[config.mk]
export PLATFORM = sky130hd
export DESIGN_NAME = repeating_timer_table_top
export DESIGN_NICKNAME = d
export VERILOG_FILES = /design/src/rtl/core/rtt_pkg.sv /design/src/rtl/core/rtt_slot_mem.sv /design/src/rtl/core/rtt_ctrl.sv /design/src/rtl/core/repeating_timer_table_top.sv
export SDC_FILE = /design/constraint.sdc
export NUM_CORES = 2
export LEC_CHECK = 0
export BUFFER_PORTS_ARGS = -buffer_cell sky130_fd_sc_hd__buf_2
export CAP_MARGIN = 15
export CELL_PAD_IN_SITES_DETAIL_PLACEMENT = 0
export CELL_PAD_IN_SITES_GLOBAL_PLACEMENT = 2
export CORE_ASPECT_RATIO = 0.8
export CORE_MARGIN = 5
export CORE_UTILIZATION = 51
export CTS_CLUSTER_SIZE = 20
export DETAILED_ROUTE_END_ITERATION = 7
export PLACE_DENSITY = 0.94
export SLEW_MARGIN = 15
export SYNTH_ARGS = -nofsm -noshare
export SYNTH_HDL_FRONTEND = slang
export SYNTH_HIERARCHICAL = 1
export SYNTH_SLANG_ARGS = --single-unit
[constraint.sdc]
create_clock -name clk -period 11.9 [get_ports clk]
set_input_delay 0 -clock clk [delete_from_list [all_inputs] [get_ports clk]]
set_output_delay 0 -clock clk [all_outputs]
set_load 0.01 [all_outputs]
[src/rtl/core/rtt_pkg.sv]
package rtt_pkg;

  // Request kinds carried in the input beat's tuser.
  typedef enum logic [1:0] {
    REQ_ADD    = 2'd0,
    REQ_DELETE = 2'd1,
    REQ_FIRE   = 2'd2,
    REQ_UNUSED = 2'd3
  } req_t;

  // Result status carried in the output beat's tuser.
  typedef enum logic [1:0] {
    ST_OK       = 2'd0,
    ST_FULL     = 2'd1,
    ST_BAD_SLOT = 2'd2,
    ST_NO_FIRE  = 2'd3
  } status_t;

  // A repeat count at or above this value never counts down.
  localparam logic [16:0] FOREVER_COUNT = 17'd99999;
  // Deadlines must lie strictly before now plus this horizon.
  localparam logic [31:0] HORIZON       = 32'd99999;
  // Wide enough to hold the largest slot count of 256.
  localparam int unsigned SLOT_EXT_W    = 9;

  localparam logic signed [32:0] DELAY_MIN = -33'sd65536;
  localparam logic signed [32:0] DELAY_MAX = 33'sd65535;

  // One timer slot as it sits in the slot memory.
  typedef struct packed {
    logic [30:0] start_time;
    logic [15:0] wait_time;
    logic [16:0] repeat_cnt;
    logic [15:0] tag;
  } slot_entry_t;

  // Write-side controls of the slot memory.
  typedef struct packed {
    logic wr;
    logic clr;
  } mem_ctl_t;

  // Input tdata layout, lowest field in the lowest bits.
  typedef struct packed {
    logic [2:0]  pad;
    logic [15:0] tag;
    logic [16:0] repeat_total;
    logic [15:0] wait_seconds;
    logic        force_delete;
    logic [3:0]  slot_index;
    logic [30:0] now_seconds;
  } in_beat_t;

  // Output tdata layout, lowest field in the lowest bits.
  typedef struct packed {
    logic [4:0]         pad;
    logic signed [16:0] next_delay;
    logic [3:0]         next_slot;
    logic               next_valid;
    logic [16:0]        fired_repeat;
    logic [15:0]        fired_tag;
    logic [3:0]         result_slot;
  } out_beat_t;

endpackage

[src/rtl/core/rtt_slot_mem.sv]
module rtt_slot_mem #(
  parameter int unsigned SLOT_COUNT = 16,
  parameter int unsigned IDX_W      = 4
) (
  input  logic                  clk,
  input  logic                  rst,
  input  rtt_pkg::mem_ctl_t     ctl,
  input  logic [IDX_W-1:0]      wr_addr,
  input  rtt_pkg::slot_entry_t  wdata,
  input  logic [IDX_W-1:0]      rd_addr,
  output rtt_pkg::slot_entry_t  rd_data
);
  import rtt_pkg::*;

  slot_entry_t             mem [SLOT_COUNT];
  logic [SLOT_COUNT-1:0]   valid;
  slot_entry_t             rd_raw;
  logic                    rd_hit;

  // Payload array: one write and one registered read per cycle.
  always_ff @(posedge clk) begin
    if (ctl.wr) begin
      mem[wr_addr] <= wdata;
    end
    rd_raw <= mem[rd_addr];
  end

  // Per-entry valid bits give the cleared state without sweeping the array.
  always_ff @(posedge clk) begin
    if (rst) begin
      valid  <= '0;
      rd_hit <= 1'b0;
    end else begin
      if (ctl.wr) begin
        valid[wr_addr] <= 1'b1;
      end else if (ctl.clr) begin
        valid[wr_addr] <= 1'b0;
      end
      rd_hit <= valid[rd_addr];
    end
  end

  assign rd_data = rd_hit ? rd_raw : '0;

endmodule

[src/rtl/core/rtt_ctrl.sv]
module rtt_ctrl #(
  parameter int unsigned SLOT_COUNT = 16,
  parameter int unsigned IDX_W      = 4
) (
  input  logic                  clk,
  input  logic                  rst,
  input  logic                  fire_en,
  input  logic                  in_valid,
  output logic                  in_ready,
  input  rtt_pkg::in_beat_t     in_beat,
  input  rtt_pkg::req_t         in_req,
  output logic                  out_valid,
  input  logic                  out_ready,
  output rtt_pkg::out_beat_t    out_beat,
  output rtt_pkg::status_t      out_status,
  output rtt_pkg::mem_ctl_t     mem_ctl,
  output logic [IDX_W-1:0]      wr_addr,
  output rtt_pkg::slot_entry_t  wdata,
  output logic [IDX_W-1:0]      rd_addr,
  input  rtt_pkg::slot_entry_t  rd_data
);
  import rtt_pkg::*;

  typedef enum logic [5:0] {
    S_IDLE   = 6'b000001,
    S_READ   = 6'b000010,
    S_MODIFY = 6'b000100,
    S_SCAN   = 6'b001000,
    S_DRAIN  = 6'b010000,
    S_EMIT   = 6'b100000
  } state_t;

  state_t state;

  // Request held for the whole sequence.
  req_t        req_q;
  logic [30:0] now_q;
  logic [3:0]  idx_q;
  logic        force_q;
  logic [15:0] wait_q;
  logic [16:0] rep_q;
  logic [15:0] tag_q;

  // Outcome of the modify step.
  status_t     status_q;
  logic [3:0]  rslot_q;
  logic [15:0] ftag_q;
  logic [16:0] frep_q;

  // Earliest deadline and lowest free slot, as left by the last rescan.
  logic              pend_valid;
  logic [IDX_W-1:0]  pend_slot;
  logic [31:0]       pend_due;
  logic              free_valid;
  logic [IDX_W-1:0]  free_slot;

  logic [IDX_W-1:0]  cnt;
  logic              probe_vld;
  logic [IDX_W-1:0]  probe_idx;

  out_beat_t         out_beat_r;
  status_t           out_status_r;

  logic [SLOT_EXT_W-1:0] idx_ext;
  logic                  idx_bad;
  logic [IDX_W-1:0]      idx_slot;

  status_t           mod_status;
  logic [3:0]        mod_rslot;
  logic [15:0]       mod_ftag;
  logic [16:0]       mod_frep;
  logic              retire_en;
  logic              retire_force;
  logic [IDX_W-1:0]  retire_addr;

  logic [31:0]       probe_due;
  logic              probe_hit;
  logic signed [32:0] delay_full;
  logic signed [16:0] delay_sat;
  logic              emit_go;

  function automatic logic [3:0] slot_lo4(input logic [IDX_W-1:0] s);
    logic [SLOT_EXT_W-1:0] e;
    e = SLOT_EXT_W'(s);
    return e[3:0];
  endfunction

  assign in_ready = (state == S_IDLE);

  assign idx_ext  = SLOT_EXT_W'(idx_q);
  assign idx_bad  = (idx_ext >= SLOT_EXT_W'(SLOT_COUNT));
  assign idx_slot = idx_ext[IDX_W-1:0];

  // Read address: the scanned entry, or the entry that the request modifies.
  always_comb begin
    if (state == S_SCAN) begin
      rd_addr = cnt;
    end else if (req_q == REQ_FIRE) begin
      rd_addr = pend_slot;
    end else begin
      rd_addr = idx_slot;
    end
  end

  // Modify step: the read data of the addressed entry is valid in S_MODIFY.
  always_comb begin
    mod_status   = ST_OK;
    mod_rslot    = '0;
    mod_ftag     = '0;
    mod_frep     = '0;
    retire_en    = 1'b0;
    retire_force = 1'b0;
    retire_addr  = idx_slot;
    mem_ctl      = '0;
    wr_addr      = free_slot;
    wdata        = '0;
    if (state == S_MODIFY) begin
      unique case (req_q)
        REQ_ADD: begin
          if (free_valid) begin
            mem_ctl.wr       = 1'b1;
            wr_addr          = free_slot;
            wdata.start_time = now_q;
            wdata.wait_time  = wait_q;
            wdata.repeat_cnt = rep_q;
            wdata.tag        = tag_q;
            mod_rslot        = slot_lo4(free_slot);
          end else begin
            mod_status = ST_FULL;
          end
        end
        REQ_DELETE: begin
          mod_rslot = idx_q;
          if (idx_bad) begin
            mod_status = ST_BAD_SLOT;
          end else begin
            retire_en    = 1'b1;
            retire_force = force_q;
            retire_addr  = idx_slot;
          end
        end
        REQ_FIRE: begin
          if (!fire_en || !pend_valid) begin
            mod_status = ST_NO_FIRE;
          end else begin
            mod_rslot   = slot_lo4(pend_slot);
            mod_ftag    = rd_data.tag;
            mod_frep    = rd_data.repeat_cnt;
            retire_en   = 1'b1;
            retire_addr = pend_slot;
          end
        end
        REQ_UNUSED: begin
        end
        default: begin
        end
      endcase
    end
    if (retire_en) begin
      wr_addr = retire_addr;
      wdata   = rd_data;
      if ((rd_data.repeat_cnt <= 17'd1) || retire_force) begin
        mem_ctl.clr = 1'b1;
      end else begin
        mem_ctl.wr       = 1'b1;
        wdata.start_time = now_q;
        if (rd_data.repeat_cnt < FOREVER_COUNT) begin
          wdata.repeat_cnt = rd_data.repeat_cnt - 17'd1;
        end
      end
    end
  end

  // Rescan compare on the entry that returned from memory this cycle.
  assign probe_due = {1'b0, rd_data.start_time} + {16'b0, rd_data.wait_time};
  assign probe_hit = (rd_data.wait_time != '0) && (rd_data.start_time != '0) &&
                     (probe_due < pend_due);

  assign delay_full = $signed({1'b0, pend_due}) - $signed({2'b0, now_q});

  always_comb begin
    if (!pend_valid) begin
      delay_sat = '0;
    end else if (delay_full < DELAY_MIN) begin
      delay_sat = DELAY_MIN[16:0];
    end else if (delay_full > DELAY_MAX) begin
      delay_sat = DELAY_MAX[16:0];
    end else begin
      delay_sat = delay_full[16:0];
    end
  end

  assign emit_go = (state == S_EMIT) && (!out_valid || out_ready);

  always_ff @(posedge clk) begin
    if (rst) begin
      state      <= S_IDLE;
      pend_valid <= 1'b0;
      pend_slot  <= '0;
      free_valid <= 1'b1;
      free_slot  <= '0;
      probe_vld  <= 1'b0;
      out_valid  <= 1'b0;
      cnt        <= '0;
    end else begin
      probe_vld <= (state == S_SCAN);
      probe_idx <= cnt;
      // A beat taken in the same cycle as a new one is loaded stays valid.
      if (out_valid && out_ready && !emit_go) begin
        out_valid <= 1'b0;
      end
      unique case (state)
        S_IDLE: begin
          if (in_valid) begin
            req_q   <= in_req;
            now_q   <= in_beat.now_seconds;
            idx_q   <= in_beat.slot_index;
            force_q <= in_beat.force_delete;
            wait_q  <= in_beat.wait_seconds;
            rep_q   <= in_beat.repeat_total;
            tag_q   <= in_beat.tag;
            state   <= S_READ;
          end
        end
        S_READ: begin
          state <= S_MODIFY;
        end
        S_MODIFY: begin
          status_q   <= mod_status;
          rslot_q    <= mod_rslot;
          ftag_q     <= mod_ftag;
          frep_q     <= mod_frep;
          pend_valid <= 1'b0;
          pend_slot  <= '0;
          pend_due   <= {1'b0, now_q} + HORIZON;
          free_valid <= 1'b0;
          free_slot  <= '0;
          cnt        <= '0;
          state      <= S_SCAN;
        end
        S_SCAN: begin
          cnt <= cnt + 1'b1;
          if (cnt == IDX_W'(SLOT_COUNT - 1)) begin
            state <= S_DRAIN;
          end
        end
        S_DRAIN: begin
          state <= S_EMIT;
        end
        S_EMIT: begin
          if (emit_go) begin
            out_valid               <= 1'b1;
            out_status_r            <= status_q;
            out_beat_r.pad          <= '0;
            out_beat_r.result_slot  <= rslot_q;
            out_beat_r.fired_tag    <= ftag_q;
            out_beat_r.fired_repeat <= frep_q;
            out_beat_r.next_valid   <= pend_valid;
            out_beat_r.next_slot    <= pend_valid ? slot_lo4(pend_slot) : 4'd0;
            out_beat_r.next_delay   <= delay_sat;
            state                   <= S_IDLE;
          end
        end
        default: begin
          state <= S_IDLE;
        end
      endcase
      // Scan results; a probe is only ever live in S_SCAN and S_DRAIN.
      if (probe_vld) begin
        if (probe_hit) begin
          pend_valid <= 1'b1;
          pend_slot  <= probe_idx;
          pend_due   <= probe_due;
        end
        if (!free_valid && (rd_data.wait_time == '0)) begin
          free_valid <= 1'b1;
          free_slot  <= probe_idx;
        end
      end
    end
  end

  assign out_beat   = out_beat_r;
  assign out_status = out_status_r;

endmodule

[src/rtl/core/repeating_timer_table_top.sv]
// Each request runs idle, read, modify, scan, drain, emit; the result beat is loaded in emit once
//   the result register is free, and only then is a new request taken. The rescan in scan reads
//   the slot memory one entry per cycle through its single read port.
// Reset (rst, synchronous, active high): all slots free, nothing pending, firing enabled,
//   no result beat held. Reset clears per-slot valid bits at once, so no clearing pass.
module repeating_timer_table_top #(
  parameter int unsigned SLOT_COUNT = 16
) (
  input  logic         clk,
  input  logic         rst,
  // Request stream.
  input  logic         s_tvalid,
  output logic         s_tready,
  // tdata fields from bit 0 up: now_seconds[30:0], slot_index[34:31], force_delete[35],
  // wait_seconds[51:36], repeat_total[68:52], tag[84:69], zero padding[87:85].
  input  logic [87:0]  s_tdata,
  // tuser: req_type[1:0].
  input  logic [1:0]   s_tuser,
  // Result stream.
  output logic         m_tvalid,
  input  logic         m_tready,
  // tdata fields from bit 0 up: result_slot[3:0], fired_tag[19:4], fired_repeat[36:20],
  // next_valid[37], next_slot[41:38], next_delay[58:42], zero padding[63:59].
  output logic [63:0]  m_tdata,
  // tuser: status[1:0].
  output logic [1:0]   m_tuser,
  // Configuration port; firing_enabled lives at byte address 0.
  input  logic         psel,
  input  logic         penable,
  input  logic         pwrite,
  input  logic [2:0]   paddr,
  input  logic [31:0]  pwdata,
  output logic [31:0]  prdata,
  output logic         pready
);
  import rtt_pkg::*;

  localparam int unsigned IDX_W = $clog2(SLOT_COUNT);

  // The block is built around one slot memory holding start time, wait, repeat count
  // and tag of every slot. Each request goes through a short sequence: the addressed
  // entry is read, modified and written back, then every entry is read in turn to find
  // the earliest qualifying deadline and the lowest free slot. The free slot that the
  // rescan leaves behind serves the next add, so an add needs no search of its own.
  // Accesses never overlap on one entry, because the sequencer handles one request at
  // a time and the rescan reads only start after the write-back has landed.

  logic        fire_en;
  logic        cfg_wr;

  in_beat_t    in_beat;
  req_t        in_req;
  out_beat_t   out_beat;
  status_t     out_status;

  mem_ctl_t          mem_ctl;
  logic [IDX_W-1:0]  wr_addr;
  logic [IDX_W-1:0]  rd_addr;
  slot_entry_t       wdata;
  slot_entry_t       rd_data;

  // Configuration register. Only the lower word decodes to firing_enabled; a write to
  // the upper word is accepted and ignored.
  assign pready = 1'b1;
  assign cfg_wr = psel && penable && pwrite && pready && !paddr[2];

  always_ff @(posedge clk) begin
    if (rst) begin
      fire_en <= 1'b1;
    end else if (cfg_wr) begin
      fire_en <= pwdata[0];
    end
  end

  assign prdata = paddr[2] ? 32'd0 : {31'd0, fire_en};

  // Unpack the request beat.
  assign in_beat = in_beat_t'(s_tdata);
  assign in_req  = req_t'(s_tuser);

  rtt_slot_mem #(
    .SLOT_COUNT (SLOT_COUNT),
    .IDX_W      (IDX_W)
  ) u_mem (
    .clk     (clk),
    .rst     (rst),
    .ctl     (mem_ctl),
    .wr_addr (wr_addr),
    .wdata   (wdata),
    .rd_addr (rd_addr),
    .rd_data (rd_data)
  );

  // The sequencer also holds the result register, so a finished beat can wait for
  // m_tready without holding up the memory.
  rtt_ctrl #(
    .SLOT_COUNT (SLOT_COUNT),
    .IDX_W      (IDX_W)
  ) u_ctrl (
    .clk        (clk),
    .rst        (rst),
    .fire_en    (fire_en),
    .in_valid   (s_tvalid),
    .in_ready   (s_tready),
    .in_beat    (in_beat),
    .in_req     (in_req),
    .out_valid  (m_tvalid),
    .out_ready  (m_tready),
    .out_beat   (out_beat),
    .out_status (out_status),
    .mem_ctl    (mem_ctl),
    .wr_addr    (wr_addr),
    .wdata      (wdata),
    .rd_addr    (rd_addr),
    .rd_data    (rd_data)
  );

  assign m_tdata = out_beat;
  assign m_tuser = out_status;

endmodule

# Yosys cells after proc, flatten, opt, wreduce, memory -nomap -nowiden
# Memories as Yosys holds them, arrays and structs flattened. A register that Yosys moved wholly into a read port is not among the register bits.
# Cells that the tools add are included.
[totals]
mem_bits_rw = 1280
reg_bits = 263
mem_count = 1
word_cells = 164
in_bits = 132
output_inout_bits = 101
[mem_list]
columns = ["name", "depth", "word_bits", "rd", "rd_ports_with_merged_regs", "write_ports", "line_no", "source"]
rows = [
  ["u_mem.mem", 16, 80, 1, 1, 1, "rtt_slot_mem.sv:15", "slot_entry_t mem [SLOT_COUNT];"],
]
[op_classes]
mux = 68
magnitude_cmp = 9
n_bitwise = 6
n_addsub = 5
eq_ne = 12
reduce_logical = 31
[op_table]
columns = ["operator", "count"]
rows = [
  ["80-bit two-way mux", 5],
  ["32-bit two-way mux", 3],
  ["17-bit two-way mux", 4],
  ["4-bit two-way mux", 14],
  ["6-bit one-hot mux with 6 select lines", 1],
  ["33-bit by 17-bit greater-than comparator with 1-bit output, second input constant", 1],
  ["33-bit by 17-bit less-than comparator with 1-bit output, second input constant", 1],
  ["32-bit by 31-bit subtractor with 33-bit output", 1],
  ["31-bit by 16-bit adder with 32-bit output", 1],
  ["31-bit by 17-bit adder with 32-bit output, second input constant", 1],
  ["32-bit less-than comparator", 1],
  ["16-bit two-way mux", 2],
  ["31-bit two-way mux", 1],
  ["31-bit nonzero test", 1],
  ["1-bit two-way mux", 26],
  ["6-bit two-way mux", 3],
  ["17-bit by 1-bit less-or-equal comparator with 1-bit output, second input constant", 1],
  ["17-bit less-than comparator, second input constant", 1],
  ["17-bit by 1-bit subtractor with 17-bit output, second input constant", 1],
  ["16-bit bitwise AND", 1],
  ["16-bit logical NOT", 1],
  ["16-bit NOT", 1],
  ["16-bit OR", 1],
  ["16-bit nonzero test", 1],
  ["31 further kinds", 57],
]

# Logic depth before layout (Yosys ltp)
[logic_depth]
ltp_word = 14
mapped_depth = 27
ltp_nobuf = 24

# Modules after synthesis
# The synthesis kept the hierarchy.
[modules_own_cells]
columns = ["mod", "instances", "area_per_inst_um2", "cells_each", "seq_area_each_um2"]
rows = [
  ["rtt_slot_mem", 1, 50706.1, 2154, 40378.7],
  ["rtt_ctrl", 1, 14691.6, 1402, 7136.8],
  ["repeating_timer_table_top", 1, 315.3, 40, 20.0],
]

# Least setup slack after synthesis
# Ideal clock, no wire load.
[synth_path]
path_kind = "register to register"
from = "register u_mem.rd_hit"
to = "register u_ctrl.pend_due[16] (data pin)"
setup_time_ns = 0.260
path_stages_with_launch = 25
arrival_time_ns = 4.886
synth_period_minus_slack_ns = 5.146
path_buffers = 2
slack_ns = 6.754
required_ns = 11.640
cell_sequence = "dfxtp_1 -> clkbuf_1 -> and2_1 -> ha_1 -> inv_1 -> fa_1 -> nor2b_1 -> o21ai_0 -> a21oi_1 -> o21bai_1 -> a211oi_1 -> o21ai_0 -> a31oi_1 -> nand2_1 -> xnor2_1 -> ha_1 -> nand4_1 -> nor3_1 -> a211oi_1 -> o211ai_1 -> a21oi_1 -> a21oi_1 -> nor3_1 -> clkbuf_1 -> mux2_2"
[synth_lines]
columns = ["item", "line_no", "source"]
rows = [
  ["start, declared", "rtt_slot_mem.sv:18", "logic rd_hit;"],
  ["start signal, assigned", "rtt_slot_mem.sv:39", "rd_hit <= valid[rd_addr];"],
  ["end signal, assigned", "rtt_ctrl.sv:235", "pend_due <= {1'b0, now_q} + HORIZON;"],
  ["end signal, assigned", "rtt_ctrl.sv:273", "pend_due <= probe_due;"],
  ["end, declared", "rtt_ctrl.sv:53", "logic [31:0] pend_due;"],
]

==> parameters.txt <==
Parameter                              Value

Outcome
  Result of the run ... finished, final reports clean

Clock tree
  Worst skew pair latency ... 790 ps
  Depth of the CTS H-tree ... 4
  Total CTS buffers ... 154
  Clock-pin slew on the worst setup and hold paths ... 60 ps
  Worst-case clock buffer depth ... 3
  Buffer count from post-CTS setup fixing ... 0
  Clock tree from TritonCTS ... built
  Clock Tree Root ... sky130_fd_sc_hd__clkbuf_16
  Clk sinks ... approximately 1600

Power and ir drop
  Sequential fraction of design power ... 0.535
  Switching component of the power ... around 2.5 mW
  Part of the total power dissipated in combinational logic ... 0.051
  Clk network pwr share ... 0.413
  Static leakage ... 28.3 nW
  Cell internal power dissipation ... slightly above 9 mW
  Switching share of power ... 0.218
  Max VDD drop ... 0.127 mV
  Pwr/cell area ... 156 mW/mm^2

Floorplan
  Horizontal die dimension ... 411 um
  Initial cell density of the core ... 0.515
  Number of placed I/O pins ... between 200 and 250
  Area enclosed by the die boundary ... 0.136 sq mm
  Count of standard-cell rows ... 117
  Floorplan die height ... approximately 330 um
  Core area ... 0.128 sq mm

Synth
  Most area-hungry cell type in the Yosys netlist ... sky130_fd_sc_hd__edfxtp_1
  Cell count after synthesis ... between 3000 and 4000
  Mean instance size in the synthesized netlist ... approximately 18 sq um
  Top-count cell post-synth ... sky130_fd_sc_hd__edfxtp_1
  Register area share after synthesis ... 0.723
  Proportion of register bits with asynchronous set or reset after synthesis ... 0
  Top cells by area in the synthesized netlist ... sky130_fd_sc_hd__edfxtp_1 (69%), sky130_fd_sc_hd__mux4_2 (11%), sky130_fd_sc_hd__dfxtp_1 (3.7%)
  Flip-flop and latch count after synthesis ... between 1500 and 2000
  Area share of the leading cell type in the synthesized netlist ... 0.687
  Top cell types by occurrence after synthesis ... sky130_fd_sc_hd__edfxtp_1 (1503), sky130_fd_sc_hd__mux4_2 (322), sky130_fd_sc_hd__a22o_1 (162), sky130_fd_sc_hd__nand2_1 (130), sky130_fd_sc_hd__and2_1 (121)
  Number of warnings printed during yosys synthesis ... 6
  EDFF count, synth ... 1503
  Primary flip-flop cell chosen by synthesis mapping ... sky130_fd_sc_hd__edfxtp_1
  Post-Syn Area ... 0.0657 sq mm
  Count of cell types in the netlist ... 86

Timing
  Worst clock skew ... about 33 ps
  Total negative slack for setup checks ... 0 ps
  RSZ-0062 raised after global routing ... false
  Min cycle time layout ... between 7000 and 8000 ps
  Hold violation total from the final report ... 0
  Headroom to the max-slew limit ... 0.299
  Fmax ... 142 MHz
  Hold slack final ... 86.3 ps
  Total count of max-transition violations in the final report ... 0
  Least-Margin Pin Slew ... around 1100 ps
  Final period util ... 0.593
  Number of endpoints failing setup at the final stage ... 0

Route
  Vias post-DR ... 36153
  WL final ... 163 mm
  Via-to-Cell Ratio ... 6.22
  First-pass DRT Iterations ... 5
  Remaining antenna violation count after routing ... 0
  DRC viols ... 0
  Routed length per instance ... 28.1 um
  First-iteration detailed-routing DRC count ... 5041

GRT
  Number of global-route vias before repair ... 35844
  Grt total ovfl ... 0
  Initial antenna violation count ... 3
  Overall global routing resource usage ... 0.239
  First-pass GRT wire length ... approximately 240 mm
  Maximum number of pins on one net before global-route repair ... 135

Cells and area
  Post-synthesis to final-layout area growth ... 14.0%
  Share of final-layout standard cells stronger than drive strength 1 ... 0.204
  Final Net Count ... 4178
  Total area of multi-input combinational cells ... 0.0169 sq mm
  Final-layout fill cell count ... 9141
  Layout Cell Area excl Fill ... between 0.07 and 0.08 sq mm
  Register Area ... 0.0475 sq mm

Placement
  Placement-stage cell area ... between 0.06 and 0.07 sq mm
  Routability Congestion ... slightly above 0.8
  HPWL Detailed ... 86.3 mm
  Port Buffers ... approximately 160

Run
  Number of maximum-capacitance violations ... 0

Worst hold path
  Path class of the lowest-slack min-delay path ... in -> reg

Setup path
  Capturing element type of the critical path ... flip-flop
  Largest fanout on the critical path ... 59
  Start-to-end type of the worst setup path ... reg -> reg
  Kind of launch point of the worst setup path ... flip-flop
  Data required time of the worst path ... 12410 ps
  Arrival time at the worst endpoint ... 7570 ps
[repair_timing]
item / in CTS / in global routing
endpoints found under the hold margin: 186 / 0
resized for setup: 0 / 0
hold buffers: 179 / 0
[worst max-delay path: stages (launching register included)]
cell	delay, ps
sky130_fd_sc_hd__dfxtp_2	330
sky130_fd_sc_hd__buf_4	520
sky130_fd_sc_hd__and2_1	420
sky130_fd_sc_hd__ha_1	230
sky130_fd_sc_hd__inv_1	60
sky130_fd_sc_hd__fa_1	400
sky130_fd_sc_hd__nor2b_1	110
sky130_fd_sc_hd__o21ai_0	90
sky130_fd_sc_hd__a21oi_1	300
sky130_fd_sc_hd__o21bai_1	140
sky130_fd_sc_hd__a211oi_1	460
sky130_fd_sc_hd__o21ai_0	250
sky130_fd_sc_hd__a31oi_1	700
sky130_fd_sc_hd__nand2_1	140
sky130_fd_sc_hd__xnor2_1	210
sky130_fd_sc_hd__ha_1	320
sky130_fd_sc_hd__nand2_1	90
sky130_fd_sc_hd__nor3_1	330
sky130_fd_sc_hd__nand2_1	210
sky130_fd_sc_hd__nor2_1	190
sky130_fd_sc_hd__o2111ai_1	250
sky130_fd_sc_hd__a21oi_1	240
sky130_fd_sc_hd__nor3_2	50
sky130_fd_sc_hd__buf_4	310
sky130_fd_sc_hd__mux2_2	350
[final cells by class]
cell class | count | area share
Inverter | 107 | 0.00589
Antenna cell | 1 | 0.0000334
Multi-Input combinational cell | 1684 | 0.225
Timing Repair Buffer | 388 | 0.0400
Sequential cell | 1623 | 0.634
Clock buffer | 203 | 0.0563
Clock inverter | 80 | 0.00959
Tap cell | 1725 | 0.0288
[power by group through the flow]
| stage | Combinational [mW] | Clock [mW] | Sequential (mW) |
|---|---|---|---|
| 4_1_cts | 0.592 | 4.88 | 6.24 |
| 3_3_place_gp | 0.540 | 0 | 6.36 |
| 3_5_place_dp | 0.544 | 0 | 6.36 |
| 6_report | 0.599 | 4.82 | 6.24 |
| 2_1_floorplan | 0.400 | 0 | 6.34 |
| 5_1_grt | 0.645 | 5.14 | 6.24 |
[metrics by stage]
| stage | worst slack [ps] | total power [mW] | util | instances |
|---|---|---|---|---|
| floorplan | 6750 | 6.74 | - | 3630 |
| CTS | 5050 | 11.7 | 0.587 | 5809 |
| global placement | 5090 | 6.90 | 0.534 | 5347 |
| finish | 4850 | 11.7 | 0.587 | 5811 |
| global route | 4600 | 12.0 | 0.587 | 5810 |
| detailed placement | 5080 | 6.91 | 0.534 | 5347 |
[cells by family after synthesis]
group                    after synthesis  synth area share
other                                  3          0.000171
XOR/XNOR                              92            0.0123
AO/OA/AOI/OAI                        571            0.0652
buffers and inverters                323            0.0235
flip-flops                          1623             0.723
AND/OR/NAND/NOR                      547            0.0437
adder cells (fa/ha/maj)               88            0.0170
multiplexers                         349             0.115
[placed cells by master (no fill, tap or decap), types with 9 or more instances in the layout]
cell type	netlist	routed
sky130_fd_sc_hd__a211oi_1	16	16
sky130_fd_sc_hd__a21o_1	27	27
sky130_fd_sc_hd__a21oi_1	105	104
sky130_fd_sc_hd__a221o_1	80	80
sky130_fd_sc_hd__a22o_1	162	162
sky130_fd_sc_hd__and2_1	121	120
sky130_fd_sc_hd__and3_1	13	10
sky130_fd_sc_hd__buf_2	24	159
sky130_fd_sc_hd__buf_4	60	46
sky130_fd_sc_hd__clkbuf_1	101	32
sky130_fd_sc_hd__clkbuf_16	0	155
sky130_fd_sc_hd__clkbuf_8	1	16
sky130_fd_sc_hd__clkinv_1	0	21
sky130_fd_sc_hd__clkinv_2	0	26
sky130_fd_sc_hd__conb_1	3	37
sky130_fd_sc_hd__dfxtp_1	120	119
sky130_fd_sc_hd__dlygate4sd3_1	0	179
sky130_fd_sc_hd__edfxtp_1	1503	1503
sky130_fd_sc_hd__ha_1	86	86
sky130_fd_sc_hd__inv_1	107	91
sky130_fd_sc_hd__inv_4	0	16
sky130_fd_sc_hd__mux2_2	15	15
sky130_fd_sc_hd__mux2i_1	12	12
sky130_fd_sc_hd__mux4_2	322	322
sky130_fd_sc_hd__nand2_1	130	130
sky130_fd_sc_hd__nand2b_1	11	10
sky130_fd_sc_hd__nand3_1	30	30
sky130_fd_sc_hd__nand3b_1	17	17
sky130_fd_sc_hd__nand4_1	25	25
sky130_fd_sc_hd__nor2_1	100	95
sky130_fd_sc_hd__nor2b_1	10	9
sky130_fd_sc_hd__nor3_1	27	26
sky130_fd_sc_hd__nor4_1	21	21
sky130_fd_sc_hd__o21a_1	19	19
sky130_fd_sc_hd__o21ai_0	71	70
sky130_fd_sc_hd__o21ai_1	15	15
sky130_fd_sc_hd__xnor2_1	69	69
sky130_fd_sc_hd__xor2_1	23	23
[final timing paths]
check	endpoint	from	depth (start not counted)	slack (ps)
worst max-delay path	u_ctrl/pend_due[4]	u_mem/rd_hit	24	4850
worst min-delay path	u_ctrl/state[1]	s_tvalid	3	90
worst max register to register	u_ctrl/pend_due[4]	u_mem/rd_hit	24	4850
worst min register to register	u_ctrl/out_beat[10]	u_ctrl/ftag_q[6]	0	390
[layer usage]
metal	vias to the layer above	global-route usage	part of all wire
li1	15210	-	-
met1	18542	0.343	0.40
met2	2152	0.383	0.48
met3	249	0.0446	0.10
met4	0	0.0628	0.022
met5	-	0	0
[registers in the layout (all words and copies together) (netlist names), 16 cells and up, named ones only]
name,cells
u_ctrl/frep_q,17
u_ctrl/ftag_q,16
u_mem/rd_raw,80
u_ctrl/now_q,31
u_ctrl/out_beat,59
u_mem/mem,1280
u_ctrl/rep_q,17
u_ctrl/tag_q,16
u_ctrl/wait_q,16
u_ctrl/pend_due,32
Note: power is estimated with default switching activity, not from simulation.
